[config.mk]
export PLATFORM = sky130hd
export DESIGN_NAME = six_axis_event_scaler_top
export DESIGN_NICKNAME = d
export VERILOG_FILES = /design/src/rtl/core/sase_pkg.sv /design/src/rtl/core/sase_event_regs.sv /design/src/rtl/core/sase_serial_div.sv /design/src/rtl/core/sase_axis_seq.sv /design/src/rtl/core/six_axis_event_scaler_top.sv
export SDC_FILE = /design/constraint.sdc
export NUM_CORES = 1
export LEC_CHECK = 0
export BUFFER_PORTS_ARGS = -buffer_cell sky130_fd_sc_hd__buf_2
export CAP_MARGIN = 20
export CORE_MARGIN = 2
export CORE_UTILIZATION = 31
export CTS_CLUSTER_SIZE = 16
export DETAILED_ROUTE_END_ITERATION = 8
export PLACE_DENSITY = 0.45
export SLEW_MARGIN = 10
export SYNTH_ARGS = -nofsm -noshare
export SYNTH_HDL_FRONTEND = slang
export SYNTH_HIERARCHICAL = 1
export SYNTH_SLANG_ARGS = --single-unit
export TNS_END_PERCENT = 10
[constraint.sdc]
create_clock -name clk_i -period 4 [get_ports clk_i]
set_input_delay 0.4 -clock clk_i [delete_from_list [all_inputs] [get_ports clk_i]]
set_output_delay 0.4 -clock clk_i [all_outputs]
set_load 0.02 [all_outputs]
[src/rtl/core/sase_pkg.sv]
`timescale 1ns / 1ps
`default_nettype none
// ----------------------------------------------------------------------------
// sase_pkg
// Shared types and constants of the six-axis event scaler.
// ----------------------------------------------------------------------------
package sase_pkg;

  localparam int AxisCountDef = 6;
  localparam int ValW         = 16;
  localparam int OutW         = 10;
  localparam int NumAxesOut   = 6;
  localparam int TransAxes    = 3;
  localparam int AxisSelW     = 3;
  localparam int CfgAddrW     = 2;
  localparam int InDataW      = 48;
  localparam int OutDataW     = 72;
  localparam int DiffW        = ValW + 1;
  localparam int ProdW        = 28;
  localparam int DivNW        = ProdW - 1;
  localparam int DivDW        = DiffW + 1;
  localparam int ScaleHalf    = 500;
  localparam int ScaleSpan    = 1000;
  localparam int LevelW       = 2;
  localparam int LevelMax     = 2;

  localparam logic [ValW-1:0]        KeyBase   = 16'd256;
  localparam logic signed [ValW-1:0] KeyPress  = 16'sd1;
  localparam logic signed [ValW-1:0] CfgMinRst = -16'sd500;
  localparam logic signed [ValW-1:0] CfgMaxRst = 16'sd500;

  typedef enum logic [ValW-1:0] {
    EV_SYN = 16'd0,
    EV_KEY = 16'd1,
    EV_REL = 16'd2,
    EV_ABS = 16'd3,
    EV_MSC = 16'd4
  } ev_type_e;

  typedef enum logic [CfgAddrW-1:0] {
    CFG_TRANS_MIN = 2'd0,
    CFG_TRANS_MAX = 2'd1,
    CFG_ROT_MIN   = 2'd2,
    CFG_ROT_MAX   = 2'd3
  } cfg_reg_e;

  typedef enum logic [6:0] {
    SEQ_IDLE  = 7'b0000001,
    SEQ_LOAD  = 7'b0000010,
    SEQ_PREP  = 7'b0000100,
    SEQ_SIGN  = 7'b0001000,
    SEQ_DIV   = 7'b0010000,
    SEQ_STORE = 7'b0100000,
    SEQ_DONE  = 7'b1000000
  } seq_state_e;

  typedef struct packed {
    logic signed [ValW-1:0] trans_min;
    logic signed [ValW-1:0] trans_max;
    logic signed [ValW-1:0] rot_min;
    logic signed [ValW-1:0] rot_max;
  } cfg_t;

  typedef struct packed {
    logic start;
    logic take;
  } seq_ctrl_t;

  typedef struct packed {
    logic busy;
    logic valid;
  } seq_stat_t;

  typedef logic [NumAxesOut-1:0][OutW-1:0] axis_vec_t;
  typedef logic [1:0][LevelW-1:0]          level_vec_t;

endpackage
`default_nettype wire

[src/rtl/core/sase_event_regs.sv]
`timescale 1ns / 1ps
`default_nettype none
// ----------------------------------------------------------------------------
// sase_event_regs
// Event decode, axis and button state, range registers.
// ----------------------------------------------------------------------------
module sase_event_regs #(
  parameter int AxisCount = sase_pkg::AxisCountDef
) (
  input  logic                                clk_i,
  input  logic                                rst_ni,
  input  logic                                ev_valid_i,
  input  logic [sase_pkg::ValW-1:0]           ev_type_i,
  input  logic [sase_pkg::ValW-1:0]           ev_code_i,
  input  logic signed [sase_pkg::ValW-1:0]    ev_value_i,
  input  logic                                cfg_we_i,
  input  logic [sase_pkg::CfgAddrW-1:0]       cfg_addr_i,
  input  logic [sase_pkg::ValW-1:0]           cfg_data_i,
  output sase_pkg::cfg_t                      cfg_o,
  input  logic [sase_pkg::AxisSelW-1:0]       rd_idx_i,
  output logic signed [sase_pkg::ValW-1:0]    rd_raw_o,
  output logic [1:0]                          btn_toggle_o,
  output sase_pkg::level_vec_t                btn_level_o
);
  import sase_pkg::*;

  localparam int IdxW = (AxisCount > 1) ? $clog2(AxisCount) : 1;

  logic signed [ValW-1:0] axis_raw_q [AxisCount];
  logic [1:0]             toggle_q, toggle_d;
  level_vec_t             level_q, level_d;
  cfg_t                   cfg_q, cfg_d;
  logic                   is_axis, is_key;
  logic                   btn;
  logic [LevelW-1:0]      lvl;

  assign is_axis = ev_valid_i && (ev_type_i == EV_REL || ev_type_i == EV_ABS)
                   && (ev_code_i < ValW'(AxisCount));
  assign is_key  = ev_valid_i && (ev_type_i == EV_KEY)
                   && (ev_code_i[ValW-1:1] == KeyBase[ValW-1:1]);
  assign btn     = ev_code_i[0];

  always_comb begin
    if (ev_value_i < 0) begin
      lvl = '0;
    end else if (ev_value_i > ValW'(LevelMax)) begin
      lvl = LevelW'(LevelMax);
    end else begin
      lvl = ev_value_i[LevelW-1:0];
    end
  end

  always_comb begin
    toggle_d = toggle_q;
    level_d  = level_q;
    if (is_key) begin
      level_d[btn] = lvl;
      if (ev_value_i == KeyPress) begin
        toggle_d[btn] = ~toggle_q[btn];
      end
    end
  end

  always_comb begin
    cfg_d = cfg_q;
    if (cfg_we_i) begin
      case (cfg_addr_i)
        CFG_TRANS_MIN: cfg_d.trans_min = cfg_data_i;
        CFG_TRANS_MAX: cfg_d.trans_max = cfg_data_i;
        CFG_ROT_MIN:   cfg_d.rot_min   = cfg_data_i;
        CFG_ROT_MAX:   cfg_d.rot_max   = cfg_data_i;
        default:       cfg_d = cfg_q;
      endcase
    end
  end

  always_ff @(posedge clk_i or negedge rst_ni) begin
    if (!rst_ni) begin
      for (int i = 0; i < AxisCount; i++) begin
        axis_raw_q[i] <= '0;
      end
      toggle_q        <= '0;
      level_q         <= '0;
      cfg_q.trans_min <= CfgMinRst;
      cfg_q.trans_max <= CfgMaxRst;
      cfg_q.rot_min   <= CfgMinRst;
      cfg_q.rot_max   <= CfgMaxRst;
    end else begin
      if (is_axis) begin
        axis_raw_q[ev_code_i[IdxW-1:0]] <= ev_value_i;
      end
      toggle_q <= toggle_d;
      level_q  <= level_d;
      cfg_q    <= cfg_d;
    end
  end

  always_comb begin
    rd_raw_o = '0;
    if ({1'b0, rd_idx_i} < (AxisSelW + 1)'(AxisCount)) begin
      rd_raw_o = axis_raw_q[rd_idx_i[IdxW-1:0]];
    end
  end

  assign cfg_o        = cfg_q;
  assign btn_toggle_o = toggle_q;
  assign btn_level_o  = level_q;

endmodule
`default_nettype wire

[src/rtl/core/sase_serial_div.sv]
`timescale 1ns / 1ps
`default_nettype none
// ----------------------------------------------------------------------------
// sase_serial_div
// Restoring unsigned divider, one quotient bit per cycle.
// ----------------------------------------------------------------------------
module sase_serial_div #(
  parameter int NumW = sase_pkg::DivNW,
  parameter int DenW = sase_pkg::DivDW
) (
  input  logic            clk_i,
  input  logic            rst_ni,
  input  logic            start_i,
  input  logic [NumW-1:0] dividend_i,
  input  logic [DenW-1:0] divisor_i,
  output logic            done_o,
  output logic [NumW-1:0] quotient_o
);
  import sase_pkg::*;

  localparam int CntW = (NumW > 1) ? $clog2(NumW) : 1;

  logic            busy_q, busy_d;
  logic            done_q, done_d;
  logic [CntW-1:0] cnt_q, cnt_d;
  logic [NumW-1:0] dvd_q, dvd_d;
  logic [DenW-1:0] rem_q, rem_d;
  logic [DenW-1:0] den_q, den_d;
  logic [DenW:0]   rem_sh;
  logic            ge;

  assign rem_sh = {rem_q, dvd_q[NumW-1]};
  assign ge     = rem_sh >= {1'b0, den_q};

  always_comb begin
    busy_d = busy_q;
    done_d = 1'b0;
    cnt_d  = cnt_q;
    dvd_d  = dvd_q;
    rem_d  = rem_q;
    den_d  = den_q;
    if (start_i) begin
      busy_d = 1'b1;
      cnt_d  = CntW'(NumW - 1);
      dvd_d  = dividend_i;
      rem_d  = '0;
      den_d  = divisor_i;
    end else if (busy_q) begin
      rem_d = ge ? DenW'(rem_sh - {1'b0, den_q}) : rem_sh[DenW-1:0];
      dvd_d = {dvd_q[NumW-2:0], ge};
      if (cnt_q == '0) begin
        busy_d = 1'b0;
        done_d = 1'b1;
      end else begin
        cnt_d = cnt_q - 1'b1;
      end
    end
  end

  always_ff @(posedge clk_i or negedge rst_ni) begin
    if (!rst_ni) begin
      busy_q <= 1'b0;
      done_q <= 1'b0;
      cnt_q  <= '0;
    end else begin
      busy_q <= busy_d;
      done_q <= done_d;
      cnt_q  <= cnt_d;
    end
  end

  always_ff @(posedge clk_i) begin
    dvd_q <= dvd_d;
    rem_q <= rem_d;
    den_q <= den_d;
  end

  assign done_o     = done_q;
  assign quotient_o = dvd_q;

endmodule
`default_nettype wire

[src/rtl/core/sase_axis_seq.sv]
`timescale 1ns / 1ps
`default_nettype none
// ----------------------------------------------------------------------------
// sase_axis_seq
// Walks the six axes, forms the rounded scale fraction, runs the divider.
// ----------------------------------------------------------------------------
module sase_axis_seq (
  input  logic                              clk_i,
  input  logic                              rst_ni,
  input  sase_pkg::seq_ctrl_t               ctrl_i,
  output sase_pkg::seq_stat_t               stat_o,
  input  sase_pkg::cfg_t                    cfg_i,
  output logic [sase_pkg::AxisSelW-1:0]     rd_idx_o,
  input  logic signed [sase_pkg::ValW-1:0]  rd_raw_i,
  output sase_pkg::axis_vec_t               axes_o
);
  import sase_pkg::*;

  seq_state_e             state_q, state_d;
  logic [AxisSelW-1:0]    axis_q, axis_d;
  logic [DiffW-1:0]       a_q, a_d, b_q, b_d;
  logic [ProdW-1:0]       n_q, n_d;
  logic                   zero_q, zero_d, neg_q, neg_d;
  axis_vec_t              axes_q, axes_d;
  logic signed [ValW-1:0] lo, hi;
  logic [ProdW-1:0]       a_ext, b_ext, n_adj;
  logic [DiffW-1:0]       b_abs;
  logic                   div_start, div_done;
  logic [DivNW-1:0]       quot;
  logic [OutW:0]          val_w;
  logic [OutW-1:0]        val;

  assign lo    = (axis_q < AxisSelW'(TransAxes)) ? cfg_i.trans_min : cfg_i.rot_min;
  assign hi    = (axis_q < AxisSelW'(TransAxes)) ? cfg_i.trans_max : cfg_i.rot_max;
  assign a_ext = {{(ProdW - DiffW){a_q[DiffW-1]}}, a_q};
  assign b_ext = {{(ProdW - DiffW){b_q[DiffW-1]}}, b_q};
  assign n_adj = b_q[DiffW-1] ? ProdW'(-n_q) : n_q;
  assign b_abs = b_q[DiffW-1] ? DiffW'(-b_q) : b_q;

  assign div_start = (state_q == SEQ_SIGN) && !n_adj[ProdW-1];

  sase_serial_div #(
    .NumW (DivNW),
    .DenW (DivDW)
  ) u_div (
    .clk_i      (clk_i),
    .rst_ni     (rst_ni),
    .start_i    (div_start),
    .dividend_i (n_adj[DivNW-1:0]),
    .divisor_i  ({b_abs, 1'b0}),
    .done_o     (div_done),
    .quotient_o (quot)
  );

  always_comb begin
    if (zero_q) begin
      val_w = '0;
    end else if (neg_q) begin
      val_w = (OutW + 1)'(ScaleHalf);
    end else if (quot > DivNW'(ScaleSpan)) begin
      val_w = -((OutW + 1)'(ScaleHalf));
    end else begin
      val_w = (OutW + 1)'(ScaleHalf) - {1'b0, quot[OutW-1:0]};
    end
    val = val_w[OutW-1:0];
  end

  always_comb begin
    state_d = state_q;
    axis_d  = axis_q;
    a_d     = a_q;
    b_d     = b_q;
    n_d     = n_q;
    zero_d  = zero_q;
    neg_d   = neg_q;
    axes_d  = axes_q;
    case (state_q)
      SEQ_IDLE: begin
        if (ctrl_i.start) begin
          axis_d  = '0;
          state_d = SEQ_LOAD;
        end
      end
      SEQ_LOAD: begin
        a_d     = DiffW'($signed({rd_raw_i[ValW-1], rd_raw_i}) - $signed({lo[ValW-1], lo}));
        b_d     = DiffW'($signed({hi[ValW-1], hi}) - $signed({lo[ValW-1], lo}));
        zero_d  = 1'b0;
        neg_d   = 1'b0;
        state_d = SEQ_PREP;
      end
      SEQ_PREP: begin
        if (b_q == '0) begin
          zero_d  = 1'b1;
          state_d = SEQ_STORE;
        end else begin
          // 2000*a + b, rounding offset folded into the dividend
          n_d     = (a_ext << 11) - (a_ext << 5) - (a_ext << 4) + b_ext;
          state_d = SEQ_SIGN;
        end
      end
      SEQ_SIGN: begin
        if (n_adj[ProdW-1]) begin
          neg_d   = 1'b1;
          state_d = SEQ_STORE;
        end else begin
          state_d = SEQ_DIV;
        end
      end
      SEQ_DIV: begin
        if (div_done) begin
          state_d = SEQ_STORE;
        end
      end
      SEQ_STORE: begin
        axes_d[axis_q] = val;
        if (axis_q == AxisSelW'(NumAxesOut - 1)) begin
          state_d = SEQ_DONE;
        end else begin
          axis_d  = axis_q + 1'b1;
          state_d = SEQ_LOAD;
        end
      end
      SEQ_DONE: begin
        if (ctrl_i.take) begin
          state_d = SEQ_IDLE;
        end
      end
      default: state_d = SEQ_IDLE;
    endcase
  end

  always_ff @(posedge clk_i or negedge rst_ni) begin
    if (!rst_ni) begin
      state_q <= SEQ_IDLE;
      axis_q  <= '0;
      zero_q  <= 1'b0;
      neg_q   <= 1'b0;
    end else begin
      state_q <= state_d;
      axis_q  <= axis_d;
      zero_q  <= zero_d;
      neg_q   <= neg_d;
    end
  end

  always_ff @(posedge clk_i) begin
    a_q    <= a_d;
    b_q    <= b_d;
    n_q    <= n_d;
    axes_q <= axes_d;
  end

  assign stat_o.busy  = (state_q != SEQ_IDLE);
  assign stat_o.valid = (state_q == SEQ_DONE);
  assign rd_idx_o     = axis_q;
  assign axes_o       = axes_q;

endmodule
`default_nettype wire

[src/rtl/core/six_axis_event_scaler_top.sv]
`timescale 1ns / 1ps
`default_nettype none
// ----------------------------------------------------------------------------
// six_axis_event_scaler_top
// Input events in, one scaled six-axis report per batch out.
//
// s_axis carries one input event per beat: type, code and signed value in
// tdata, the end-of-batch flag in tlast. cfg writes the four range
// registers by index; it is always ready. m_axis carries one report per
// batch: six scaled axes, two toggle latches and two key levels.
// An event without tlast is taken and the next can follow at once. A beat
// with tlast starts the report: each axis runs through the shared
// bit-serial divider (one quotient bit per cycle, 27 bits), and the report
// appears on m_axis once all six axes are stored; an axis skips the
// divider when its range is empty or its rounded dividend is negative.
// s_axis_tready is low while the report is computed. The report waits in
// the output register while m_axis_tready is low; further events are
// accepted meanwhile, and a following report is held back until the
// register frees up.
// Reset clears the axis values, buttons and output valid flag and loads the
// ranges with -500..500.
// ----------------------------------------------------------------------------
module six_axis_event_scaler_top #(
  parameter int AXIS_COUNT = sase_pkg::AxisCountDef
) (
  input  logic                              clk_i,
  input  logic                              rst_ni,
  // event_type [15:0], event_code [31:16], event_value [47:32]
  input  logic [sase_pkg::InDataW-1:0]      s_axis_tdata_i,
  input  logic                              s_axis_tlast_i,
  input  logic                              s_axis_tvalid_i,
  output logic                              s_axis_tready_o,
  // trans_x [9:0], trans_y [19:10], trans_z [29:20], rot_x [39:30],
  // rot_y [49:40], rot_z [59:50], button1_toggle [60], button2_toggle [61],
  // button1_raw [63:62], button2_raw [65:64], zero [71:66]
  output logic [sase_pkg::OutDataW-1:0]     m_axis_tdata_o,
  output logic                              m_axis_tvalid_o,
  input  logic                              m_axis_tready_i,
  input  logic                              cfg_valid_i,
  output logic                              cfg_ready_o,
  input  logic [sase_pkg::CfgAddrW-1:0]     cfg_addr_i,
  input  logic [sase_pkg::ValW-1:0]         cfg_data_i
);
  import sase_pkg::*;

  seq_ctrl_t              seq_ctrl;
  seq_stat_t              seq_stat;
  cfg_t                   cfg;
  logic [AxisSelW-1:0]    rd_idx;
  logic signed [ValW-1:0] rd_raw;
  axis_vec_t              axes;
  logic [1:0]             toggles;
  level_vec_t             levels;
  logic                   in_beat;
  logic                   out_valid_q, out_valid_d;
  logic [OutDataW-1:0]    out_data_q, out_data_d;

  assign s_axis_tready_o = !seq_stat.busy;
  assign cfg_ready_o     = 1'b1;
  assign in_beat         = s_axis_tvalid_i && s_axis_tready_o;

  assign seq_ctrl.start = in_beat && s_axis_tlast_i;
  assign seq_ctrl.take  = seq_stat.valid && (!out_valid_q || m_axis_tready_i);

  sase_event_regs #(
    .AxisCount (AXIS_COUNT)
  ) u_regs (
    .clk_i        (clk_i),
    .rst_ni       (rst_ni),
    .ev_valid_i   (in_beat),
    .ev_type_i    (s_axis_tdata_i[ValW-1:0]),
    .ev_code_i    (s_axis_tdata_i[2*ValW-1:ValW]),
    .ev_value_i   (s_axis_tdata_i[3*ValW-1:2*ValW]),
    .cfg_we_i     (cfg_valid_i && cfg_ready_o),
    .cfg_addr_i   (cfg_addr_i),
    .cfg_data_i   (cfg_data_i),
    .cfg_o        (cfg),
    .rd_idx_i     (rd_idx),
    .rd_raw_o     (rd_raw),
    .btn_toggle_o (toggles),
    .btn_level_o  (levels)
  );

  sase_axis_seq u_seq (
    .clk_i    (clk_i),
    .rst_ni   (rst_ni),
    .ctrl_i   (seq_ctrl),
    .stat_o   (seq_stat),
    .cfg_i    (cfg),
    .rd_idx_o (rd_idx),
    .rd_raw_i (rd_raw),
    .axes_o   (axes)
  );

  always_comb begin
    out_valid_d = out_valid_q;
    out_data_d  = out_data_q;
    if (seq_ctrl.take) begin
      out_valid_d = 1'b1;
      out_data_d  = OutDataW'({levels, toggles, axes});
    end else if (m_axis_tready_i) begin
      out_valid_d = 1'b0;
    end
  end

  always_ff @(posedge clk_i or negedge rst_ni) begin
    if (!rst_ni) begin
      out_valid_q <= 1'b0;
    end else begin
      out_valid_q <= out_valid_d;
    end
  end

  always_ff @(posedge clk_i) begin
    out_data_q <= out_data_d;
  end

  assign m_axis_tvalid_o = out_valid_q;
  assign m_axis_tdata_o  = out_data_q;

endmodule
`default_nettype wire

# Yosys cells after proc, flatten, opt, wreduce, memory -nomap -nowiden
# Index checks and enable logic that the tools add are counted.
[word_totals]
register_bits = 436
inputBits = 72
out_inout_bits = 75
wordCells = 178
[classes]
add_sub_neg = 11
order_cmp = 14
n_eq_ne = 24
mux = 55
n_bitwise = 4
reduce_logical = 35
[op_table]
columns = ["op", "count"]
rows = [
  ["2-to-1 mux 16 bit", 7],
  ["bitwise mux 96 bit", 1],
  ["bitwise mux 60 bit", 1],
  ["subtractor 28 bit", 2],
  ["2-to-1 mux 27 bit", 2],
  ["case mux 7 bit (7 select lines)", 1],
  ["binary-select mux 16 bit (select 3 bit)", 1],
  ["demux 16 bit (select 3 bit)", 1],
  ["== test 16 x 2 -> 1 bit (second input constant)", 3],
  ["2-to-1 mux 10 bit", 4],
  ["subtractor 16 x 16 -> 17 bit", 2],
  ["demux 10 bit (select 3 bit)", 1],
  ["adder 28 bit", 1],
  ["2-to-1 mux 28 bit", 1],
  ["2-to-1 mux 7 bit", 4],
  ["negator 28 bit", 1],
  ["greater-than comparator 27 x 10 -> 1 bit (second input constant)", 1],
  [">= comparator 19 x 18 -> 1 bit", 1],
  ["2-to-1 mux 18 bit", 1],
  ["AND reduction 2 bit", 9],
  ["subtractor 18 bit", 1],
  ["zero test 17 bit", 1],
  ["negator 17 bit", 1],
  ["== test 16 x 1 -> 1 bit (second input constant)", 1],
  ["48 further kinds", 94],
]

# Depth between registers and ports, before layout
# Gate-level depths: netlist of run 1.
[depth]
depth_word = 6
depth_mapped = 14
mapped_depth_nobuf = 13

# Cells and area by module
# The synthesis of run 1 kept the hierarchy.
[modules_own_cells]
columns = ["module", "n_inst", "cells_per_inst", "area_per_inst_um2", "seq_area_each_um2"]
rows = [
  ["sase_axis_seq", 1, 940, 9695.5, 3965.1],
  ["sase_event_regs", 1, 462, 7503.4, 4191.5],
  ["sase_serial_div", 1, 320, 3677.3, 1886.8],
  ["six_axis_event_scaler_top", 1, 82, 2112.0, 2006.9],
]

# Least setup slack after synthesis of run 1
# No wires, ideal clock.
[synth_path]
kind = "reg-to-reg"
from = "register u_seq.b_q[16]"
to = "register u_seq.n_q[27] (data pin)"
setup_time_ns = 0.255
arrival_time_ns = 3.592
required_ns = 3.745
setup_slack_ns = 0.153
stages_incl_launch_ff = 13
path_buffers = 1
synth_period_minus_slack_ns = 3.847
path_cell_list = "edfxtp_1 clkinv_1 fa_1 inv_1 ha_1 clkbuf_1 nand3_1 nor2_1 a221oi_1 nor2_1 a311o_1 or4b_1 and3_1"
[synth_via]
elab_chain_cells = 1
[synth_lines]
columns = ["item", "line", "source"]
rows = [
  ["start: declaration", "sase_axis_seq.sv:21", "logic [DiffW-1:0] a_q, a_d, b_q, b_d;"],
  ["start signal: assignment", "sase_axis_seq.sv:148", "b_q <= b_d;"],
  ["adder 28 bit", "sase_axis_seq.sv:97", "n_d = (a_ext << 11) - (a_ext << 5) - (a_ext << 4) + b_ext;"],
  ["end signal: assignment", "sase_axis_seq.sv:149", "n_q <= n_d;"],
  ["end: declaration", "sase_axis_seq.sv:22", "logic [ProdW-1:0] n_q, n_d;"],
]
# No other way between the ends.
# A chain may end at the register's enable or synchronous reset.

# Final worst setup path of run 1
[layout_path]
from = "register u_seq.a_q[7]"
to = "register u_seq.n_q[27] (data pin)"
[layout_via]
elab_chain_cells = 3
[layout_lines]
columns = ["item", "line", "source"]
rows = [
  ["start: declaration", "sase_axis_seq.sv:21", ""],
  ["start signal: assignment", "sase_axis_seq.sv:147", "a_q <= a_d;"],
  ["subtractor 28 bit", "sase_axis_seq.sv:97", ""],
  ["subtractor 28 bit (*)", "sase_axis_seq.sv:97", ""],
  ["adder 28 bit (*)", "sase_axis_seq.sv:97", ""],
]
# Every way passes the cells marked *; elsewhere a longest branch is shown, timed or not.

==> flow_summary.rst, run 1 <==
.. list-table::
   :header-rows: 1

   * - Metric
     - Value
   * - Post-synthesis cell area
     - 0.02299 sq mm
   * - Slowest cell on crit path
     - sky130_fd_sc_hd__fa_1
   * - Worst path arrival time
     - 4.14 ns
   * - Sinks on the clock net
     - about 440
   * - Post-detailed-route via-to-cell ratio
     - 4.764
   * - Share of final-layout standard cells stronger than drive strength 1
     - 0.2711
   * - Fraction of registers with async set or reset after synthesis
     - 0.4256
   * - Net Sw Power
     - between 3000 and 4000 uW
   * - Detailed-route via count
     - 14270
   * - Cell-internal power
     - around 9200 uW
   * - Max-cap check violation count
     - 0
   * - Least setup slack across all paths after layout
     - just under 0.2 ns
   * - Post-detail-place hpwl
     - 38110 um
   * - Clk_lat worst skew
     - 0.60 ns
   * - PD cells
     - about 490 mW/mm^2
   * - Pre-CTS setup slack
     - 0.1610 ns
   * - Hold/Removal Path Class
     - primary input to flop
   * - Layout overhead on the synthesized area
     - 16.67%
   * - Cell chosen for the clock root
     - sky130_fd_sc_hd__clkbuf_16
   * - Peak ir drop on the vdd network
     - 0.3046 mV
   * - Category of the worst setup path capture point
     - flop
   * - Fraction of the cycle the final worst path needs
     - 0.9512
   * - Final setup viols
     - 0
   * - Global-route usage over all layers
     - 0.1370
   * - Number of slew-limit violations in the final report
     - 0
   * - Worst EP required
     - 4.34 ns
   * - Design Power
     - 13120 uW
   * - Share of total power in the clock network
     - 0.350
   * - Setup repair after global routing missed its margin
     - false
   * - Antenna diode count
     - 0
   * - Startpoint type of the worst setup path
     - flop
   * - Number of clock buffers inserted by TritonCTS
     - 51
   * - Max Root-Sink Buffers
     - 3
   * - Run status
     - finished, final reports clean
   * - Least-Margin Pin Slew
     - between 1 and 1.5 ns
   * - Overflow after GRT
     - 0
   * - Utilization after layout
     - 0.3664
   * - Post-route minimum period
     - 3.805 ns
   * - CP max FO
     - 3
   * - Cell family with most CP delay
     - adder cells
   * - Routability Congestion
     - 0.7987
   * - Top FF cell, synth
     - sky130_fd_sc_hd__edfxtp_1
   * - Switching share of total power
     - 0.2971
   * - First-pass GRT wire length
     - around 85000 um
   * - I/O pin count
     - 147
   * - Leakage power total
     - 0.01102 uW
   * - Max H-tree Level
     - 2
   * - Iteration-0 DRC Markers
     - 888
   * - Combinational group share of total power
     - 0.240
   * - Sequence of cells on the critical path
     - inv_1 > fa_1 > fa_1 > inv_1 > ha_1 > a21oi_1 > o21ai_1 > a221oi_1 > nor2_1 > a311o_1 > or4b_1 > and3_1
   * - DRC errors left
     - 0
   * - Final-stage net count
     - 2191
   * - Sequential element share of the synthesized area
     - 0.5242
   * - Core Footprint
     - 0.07321 sq mm
   * - Distinct cell type count after synthesis
     - 88
   * - Vertical die dimension
     - 276.3 um
   * - Maximum achievable frequency
     - 262.8 MHz
   * - Starting density of the core
     - 0.3140
   * - CTS clk-pin slew, worst paths
     - 0.06 ns
   * - Mapped Cells
     - 1804
   * - Die footprint
     - around 0.076 sq mm
   * - Average detailed-routed wire length per instance
     - 17.35 um
   * - Final Hold Vio Count
     - 0
   * - Number of synthesized register bits
     - 437
   * - Worst relative slew slack
     - 0.2562
   * - Sum of buffers and inverters on the critical path
     - 2
   * - Largest net degree at the start of global routing
     - 95
   * - Sequential cell fraction of total power
     - 0.411
   * - Crit Path Class
     - flop to flop
   * - Pre-antenna DRT Iters
     - 5
   * - Total detailed-routing wirelength
     - 51980 um
   * - Syn avg cell area
     - 12.74 sq um
   * - Number of warnings issued by yosys
     - 6
   * - Port Buffer Count
     - 139
   * - CTS tree
     - done
   * - Die Span X
     - 276.3 um
   * - Maximum single-stage delay on the critical path
     - 0.51 ns
   * - Initial antenna violation count
     - 1
   * - Antenna viol nets, final
     - 0
   * - Setup Skew
     - 0.03116 ns
   * - Via count of the first global-routing pass
     - 14820
   * - Floorplan row count
     - 99
   * - Number of enable-type register cells in the synthesized netlist
     - 233
   * - Hold_ws
     - 0.06831 ns
   * - Sum of negative setup slack
     - 0 ns
worst paths after layout:
check / start / end / slack, ns / cells past startpoint
min in group asynchronous: rst_ni / u_regs/cfg_o[24] / 0.44 / 2
min reg2reg: u_seq/axes_o[41] / m_axis_tdata_o[41] / 0.41 / 0
min: m_axis_tready_i / m_axis_tvalid_o / 0.07 / 3
max reg2reg: u_seq/a_q[7] / u_seq/n_q[27] / 0.20 / 12
max: u_seq/a_q[7] / u_seq/n_q[27] / 0.20 / 12
max in group asynchronous: rst_ni / u_regs/cfg_o[59] / 2.58 / 3
worst reg2reg max path: stages, from the launching register on:
cell	delay, ns
sky130_fd_sc_hd__edfxtp_1	0.43
sky130_fd_sc_hd__inv_1	0.09
sky130_fd_sc_hd__fa_1	0.50
sky130_fd_sc_hd__fa_1	0.51
sky130_fd_sc_hd__inv_1	0.04
sky130_fd_sc_hd__ha_1	0.32
sky130_fd_sc_hd__a21oi_1	0.22
sky130_fd_sc_hd__o21ai_1	0.09
sky130_fd_sc_hd__a221oi_1	0.27
sky130_fd_sc_hd__nor2_1	0.07
sky130_fd_sc_hd__a311o_1	0.34
sky130_fd_sc_hd__or4b_1	0.50
sky130_fd_sc_hd__and3_1	0.17
sequential cells by signal, indices dropped and copies added, names as in the netlist, 18 cells and up:
| signal | cells |
|---|---|
| m_axis_tdata_o | 66 |
| u_regs/axis_raw_q | 96 |
| u_regs/cfg_o | 64 |
| u_seq/axes_o | 60 |
| u_seq/n_q | 28 |
| u_seq/u_div/den_q | 18 |
| u_seq/u_div/quotient_o | 27 |
| u_seq/u_div/rem_q | 18 |
power by group through the flow:
stage | combinational (uW) | clock, uW | sequential (uW)
after detailed placement | 3150 | 0 | 5480
final | 3140 | 4590 | 5390
after global routing | 3600 | 4960 | 5420
after CTS | 3170 | 4750 | 5390
after global placement | 3130 | 0 | 5470
after floorplan | 2330 | 0 | 5400
cells in the mapped netlist (all sizes together) (16+ instances only):
library cell	instances	area [sq um]
nand2	83	311.6
xnor2	61	534.3
nor2b	17	113.9
o21ai	64	324.1
nor2	78	292.8
inv	152	570.6
xor2	43	376.6
o22ai	18	112.6
mux2	204	2447
dfrtp	155	3879
a211oi	18	150.2
nor3	28	145.1
buf	29	225.2
nor4	30	359.1
a21oi	71	359.1
mux2i	43	430.4
dfxtp	18	360.4
edfxtp	233	6997
dfstp	31	814.5
clkbuf	34	127.6
ha	89	1114
nand3	27	147.6
nand2b	22	137.6
o31ai	21	157.7
fa	35	700.7
mux4	16	360.4
stage by stage:
step / std cells / area (sq um)
finish: 2995 / 26820
global route: 2995 / 26820
floorplan: 1809 / 23010
global placement: 2898 / 25110
CTS: 2994 / 26800
detailed placement: 2899 / 25120
layout by cell type, fill, tap and decap left out, types with 22 or more instances in the layout:
master	synthesis	routed
sky130_fd_sc_hd__mux2_4	40	40
sky130_fd_sc_hd__nor3_1	27	24
sky130_fd_sc_hd__buf_4	7	48
sky130_fd_sc_hd__xor2_1	43	43
sky130_fd_sc_hd__dfrtp_1	155	154
sky130_fd_sc_hd__a21oi_1	70	68
sky130_fd_sc_hd__ha_1	89	88
sky130_fd_sc_hd__nand3_1	26	26
sky130_fd_sc_hd__nor2_1	78	78
sky130_fd_sc_hd__inv_1	152	152
sky130_fd_sc_hd__dfstp_2	31	31
sky130_fd_sc_hd__o21ai_0	57	57
sky130_fd_sc_hd__mux2i_1	43	43
sky130_fd_sc_hd__clkbuf_16	0	51
sky130_fd_sc_hd__edfxtp_1	233	233
sky130_fd_sc_hd__buf_2	6	138
sky130_fd_sc_hd__fa_1	35	35
sky130_fd_sc_hd__nand2_1	83	83
sky130_fd_sc_hd__nand2b_1	22	22
sky130_fd_sc_hd__xnor2_1	61	61
sky130_fd_sc_hd__mux2_2	144	144
final cells by class:
class | count | area (sq um)
clock inverter | 32 | 320.3
timing repair buffer | 196 | 1230
multi-input combinational | 1156 | 10100
sequential | 437 | 12050
fill | 7116 | 46390
inverter | 153 | 574.3
tap | 959 | 1200
clock buffer | 62 | 1348
cells by family after synthesis:
| logic type | after synthesis | synth area share |
|---|---|---|
| other | 3 | 0.0004898 |
| buffers and inverters | 216 | 0.04033 |
| AOI/OAI and AO/OA | 299 | 0.08616 |
| muxes | 263 | 0.1409 |
| DFF | 437 | 0.5242 |
| adders and majority gates | 124 | 0.07892 |
| xor gates and xnor gates | 104 | 0.03962 |
| and+or+nand+nor | 358 | 0.08943 |
metal layers:
layer,track usage,up-vias,routed length [um]
met2,0.2306,232,25000
li1,-,6969,-
met1,0.1829,6995,24080
met3,0.02096,71,1710
met4,0.03853,0,1181
met5,0,-,0
repair_timing:
| item | 4_1_cts | 5_1_grt |
|---|---|---|
| hold buffers | 1 | 0 |
| setup endpoints to repair | 0 | 3 |
| buffers inserted | 0 | 1 |
| endpoints found under the hold margin | 80 | 0 |
| resized for setup | 0 | 3 |
No activity file was read; power rests on OpenSTA's default activity.
==> inputs of run 2 (changes only) <==
- HOLD_SLACK_MARGIN: unset -> 0.15
==> run 2 against run 1 <==
Total power increased by 0.17%. Critical endpoint unchanged. Core utilization up 0.44 points. Register-to-register slack is essentially flat. Critical path depth stayed put. Fmax down 0.23%. Cell area increased by 1.2%. Sequential power about the same. Via count is 0.86% higher. Sequential cell count stayed put. Final cell count increased by 1.1%.
==> flow_summary.rst, run 2 (synthesized netlist as in run 1, its figures left out) <==
.. list-table::
   :header-rows: 1

   * - Metric
     - Value
   * - Run status
     - finished, final reports clean (unchanged)
   * - Core Footprint
     - 0.07321 sq mm (unchanged)
   * - Fraction of the cycle the final worst path needs
     - 0.9533 (was 0.9512)
   * - Least setup slack across all paths after layout
     - 0.1867 ns (was 0.1954 ns)
   * - Post-route minimum period
     - 3.813 ns (was 3.805 ns)
   * - Final-stage net count
     - 2223 (was 2191)
   * - Vertical die dimension
     - 276.3 um (unchanged)
   * - Sinks on the clock net
     - 437 (unchanged)
   * - Hold/Removal Path Class
     - primary input to flop (unchanged)
   * - Category of the worst setup path capture point
     - flop (unchanged)
   * - Antenna viol nets, final
     - 0 (unchanged)
   * - Routability Congestion
     - 0.7987 (unchanged)
   * - Leading cell type in the layout, fill and taps excluded
     - sky130_fd_sc_hd__edfxtp_1 (unchanged)
   * - Average detailed-routed wire length per instance
     - 17.18 um (was 17.35 um)
   * - Slowest cell on crit path
     - sky130_fd_sc_hd__fa_1 (unchanged)
   * - Startpoint type of the worst setup path
     - flop (unchanged)
   * - Worst relative slew slack
     - 0.2448 (was 0.2562)
   * - Post-detailed-route via-to-cell ratio
     - 4.754 (was 4.764)
   * - Register with the most flip-flops
     - u_regs/axis_raw_q (unchanged)
   * - CTS tree
     - done (unchanged)
   * - CTS clk-pin slew, worst paths
     - 0.06 ns (about the same)
   * - Post-detail-place hpwl
     - 38110 um (unchanged)
   * - Starting density of the core
     - 0.3140 (unchanged)
   * - Cell chosen for the clock root
     - sky130_fd_sc_hd__clkbuf_16 (unchanged)
   * - Setup repair after global routing missed its margin
     - false (unchanged)
   * - Max-cap check violation count
     - 0 (unchanged)
   * - Port Buffer Count
     - 139 (unchanged)
   * - Post-route non-filler standard cell count
     - 3027 (was 2995)
   * - Die footprint
     - 0.07635 sq mm (unchanged)
   * - Floorplan row count
     - 99 (unchanged)
   * - Least-Margin Pin Slew
     - 1.129 ns (was 1.112 ns)
   * - Total detailed-routing wirelength
     - 52010 um (was 51980 um)
   * - CP max FO
     - 3 (unchanged)
   * - First-pass GRT wire length
     - 84760 um (was 84530 um)
   * - Commonest non-fill, non-tap cells in the layout
     - sky130_fd_sc_hd__edfxtp_1, sky130_fd_sc_hd__dfrtp_1, sky130_fd_sc_hd__inv_1, sky130_fd_sc_hd__mux2_2, sky130_fd_sc_hd__buf_2 (unchanged)
   * - Die Span X
     - 276.3 um (unchanged)
   * - Final Hold Vio Count
     - 0 (unchanged)
   * - Max H-tree Level
     - 2 (unchanged)
   * - Maximum single-stage delay on the critical path
     - 0.51 ns (about the same)
   * - DRC errors left
     - 0 (unchanged)
   * - PD cells
     - 484.2 mW/mm^2 (was 489.1 mW/mm^2)
   * - Hold_ws
     - 0.1764 ns (was 0.06831 ns)
   * - Pre-antenna DRT Iters
     - 5 (unchanged)
   * - Initial antenna violation count
     - 1 (unchanged)
   * - Crit Path Class
     - flop to flop (unchanged)
   * - Number of clock buffers inserted by TritonCTS
     - 51 (unchanged)
   * - Pre-CTS setup slack
     - 0.1610 ns (unchanged)
   * - Sum of negative setup slack
     - 0 ns (unchanged)
   * - Overflow after GRT
     - 0 (unchanged)
   * - Max Root-Sink Buffers
     - 3 (unchanged)
   * - Sequence of cells on the critical path
     - inv_1 > fa_1 > fa_1 > inv_1 > ha_1 > a21oi_1 > o21ai_1 > a221oi_1 > nor2_1 > a311o_1 > or4b_1 > and3_1 (unchanged)
   * - Worst path arrival time
     - 4.15 ns (was 4.14 ns)
   * - Global-route usage over all layers
     - 0.1373 (was 0.1370)
   * - Via count of the first global-routing pass
     - 14910 (was 14820)
   * - Fill cell total of the finished layout
     - 7107 (was 7116)
   * - Largest net degree at the start of global routing
     - 95 (unchanged)
   * - I/O pin count
     - 147 (unchanged)
   * - Share of final-layout standard cells stronger than drive strength 1
     - 0.2669 (was 0.2711)
   * - Iteration-0 DRC Markers
     - 819 (was 888)
   * - Peak ir drop on the vdd network
     - 0.3036 mV (was 0.3046 mV)
   * - Detailed-route via count
     - 14390 (was 14270)
   * - Final setup viols
     - 0 (unchanged)
   * - Clk_lat worst skew
     - 0.60 ns (about the same)
   * - Leakage power total
     - 0.01115 uW (was 0.01102 uW)
   * - Maximum achievable frequency
     - 262.2 MHz (was 262.8 MHz)
   * - Design Power
     - 13140 uW (was 13120 uW)
   * - Layout overhead on the synthesized area
     - 18.06% (was 16.67%)
   * - Flip-flop count of the largest register, all copies and words added
     - 96 (unchanged)
   * - Number of slew-limit violations in the final report
     - 0 (unchanged)
   * - Antenna diode count
     - 0 (unchanged)
   * - Number of placed instances with taps included
     - 2899 (unchanged)
   * - Worst EP required
     - 4.34 ns (about the same)
   * - Setup Skew
     - 0.03213 ns (was 0.03116 ns)
## run 2: per-stage QoR
stage | util | cell area, sq um
after floorplan | - | 23010
after global placement | 0.3430 | 25110
after detailed placement | 0.3432 | 25120
after CTS | 0.3705 | 27120
after global routing | 0.3707 | 27140
final | 0.3707 | 27140
## run 2: area by class of cell
class / count / area [sq um] / share of cell area
clock inverter: 32 / 320.3 / 0.01180
clock buffer: 62 / 1348 / 0.04965
inverter: 153 / 574.3 / 0.02116
multi-input combinational: 1156 / 10100 / 0.3720
timing repair buffer: 228 / 1550 / 0.05712
sequential: 437 / 12050 / 0.4440
tap: 959 / 1200 / 0.04421
## run 2: metal layers
metal / GRT usage / share of wire / vias to the layer above
met5: 0 / 0 / -
met4: 0.03853 / 0.022 / 0
met3: 0.02096 / 0.032 / 69
met2: 0.2312 / 0.48 / 214
met1: 0.1831 / 0.46 / 7068
li1: - / - / 7038
## run 2: worst max-delay path: cells and delay by family, from the launching register on
kind,cells,cell delay (ns)
fa+ha+maj,3,1.33
compound gates,4,0.92
simple gates,3,0.74
flops,1,0.44
buf+inv,2,0.13
## run 2: worst paths after layout
| kind | start | end | slack [ns] | cells past startpoint |
|---|---|---|---|---|
| setup / recovery | u_seq/a_q[7] | u_seq/n_q[27] | 0.19 | 12 |
| max in group asynchronous | rst_ni | u_regs/cfg_o[2] | 2.57 | 3 |
| min in group asynchronous | rst_ni | u_regs/cfg_o[24] | 0.44 | 2 |
| setup reg to reg | u_seq/a_q[7] | u_seq/n_q[27] | 0.19 | 12 |
| hold / removal | s_axis_tdata_i[47] | u_regs/axis_raw_q[15] | 0.18 | 2 |
| hold reg to reg | u_seq/axes_o[41] | m_axis_tdata_o[41] | 0.41 | 0 |
## run 2: report_power, final
| part | switching (uW) | leakage, uW | internal [uW] |
|---|---|---|---|
| Clock | 1910 | 0.000796 | 2670 |
| Combinational | 1810 | 0.00568 | 1360 |
| Sequential | 180 | 0.00468 | 5210 |
## run 2: repair_timing
action / CTS / global route
resized for setup: 0 / 3
hold buffers: 33 / 0
setup endpoints to repair: 0 / 3
endpoints found under the hold margin: 227 / 0
setup buffers: 0 / 1
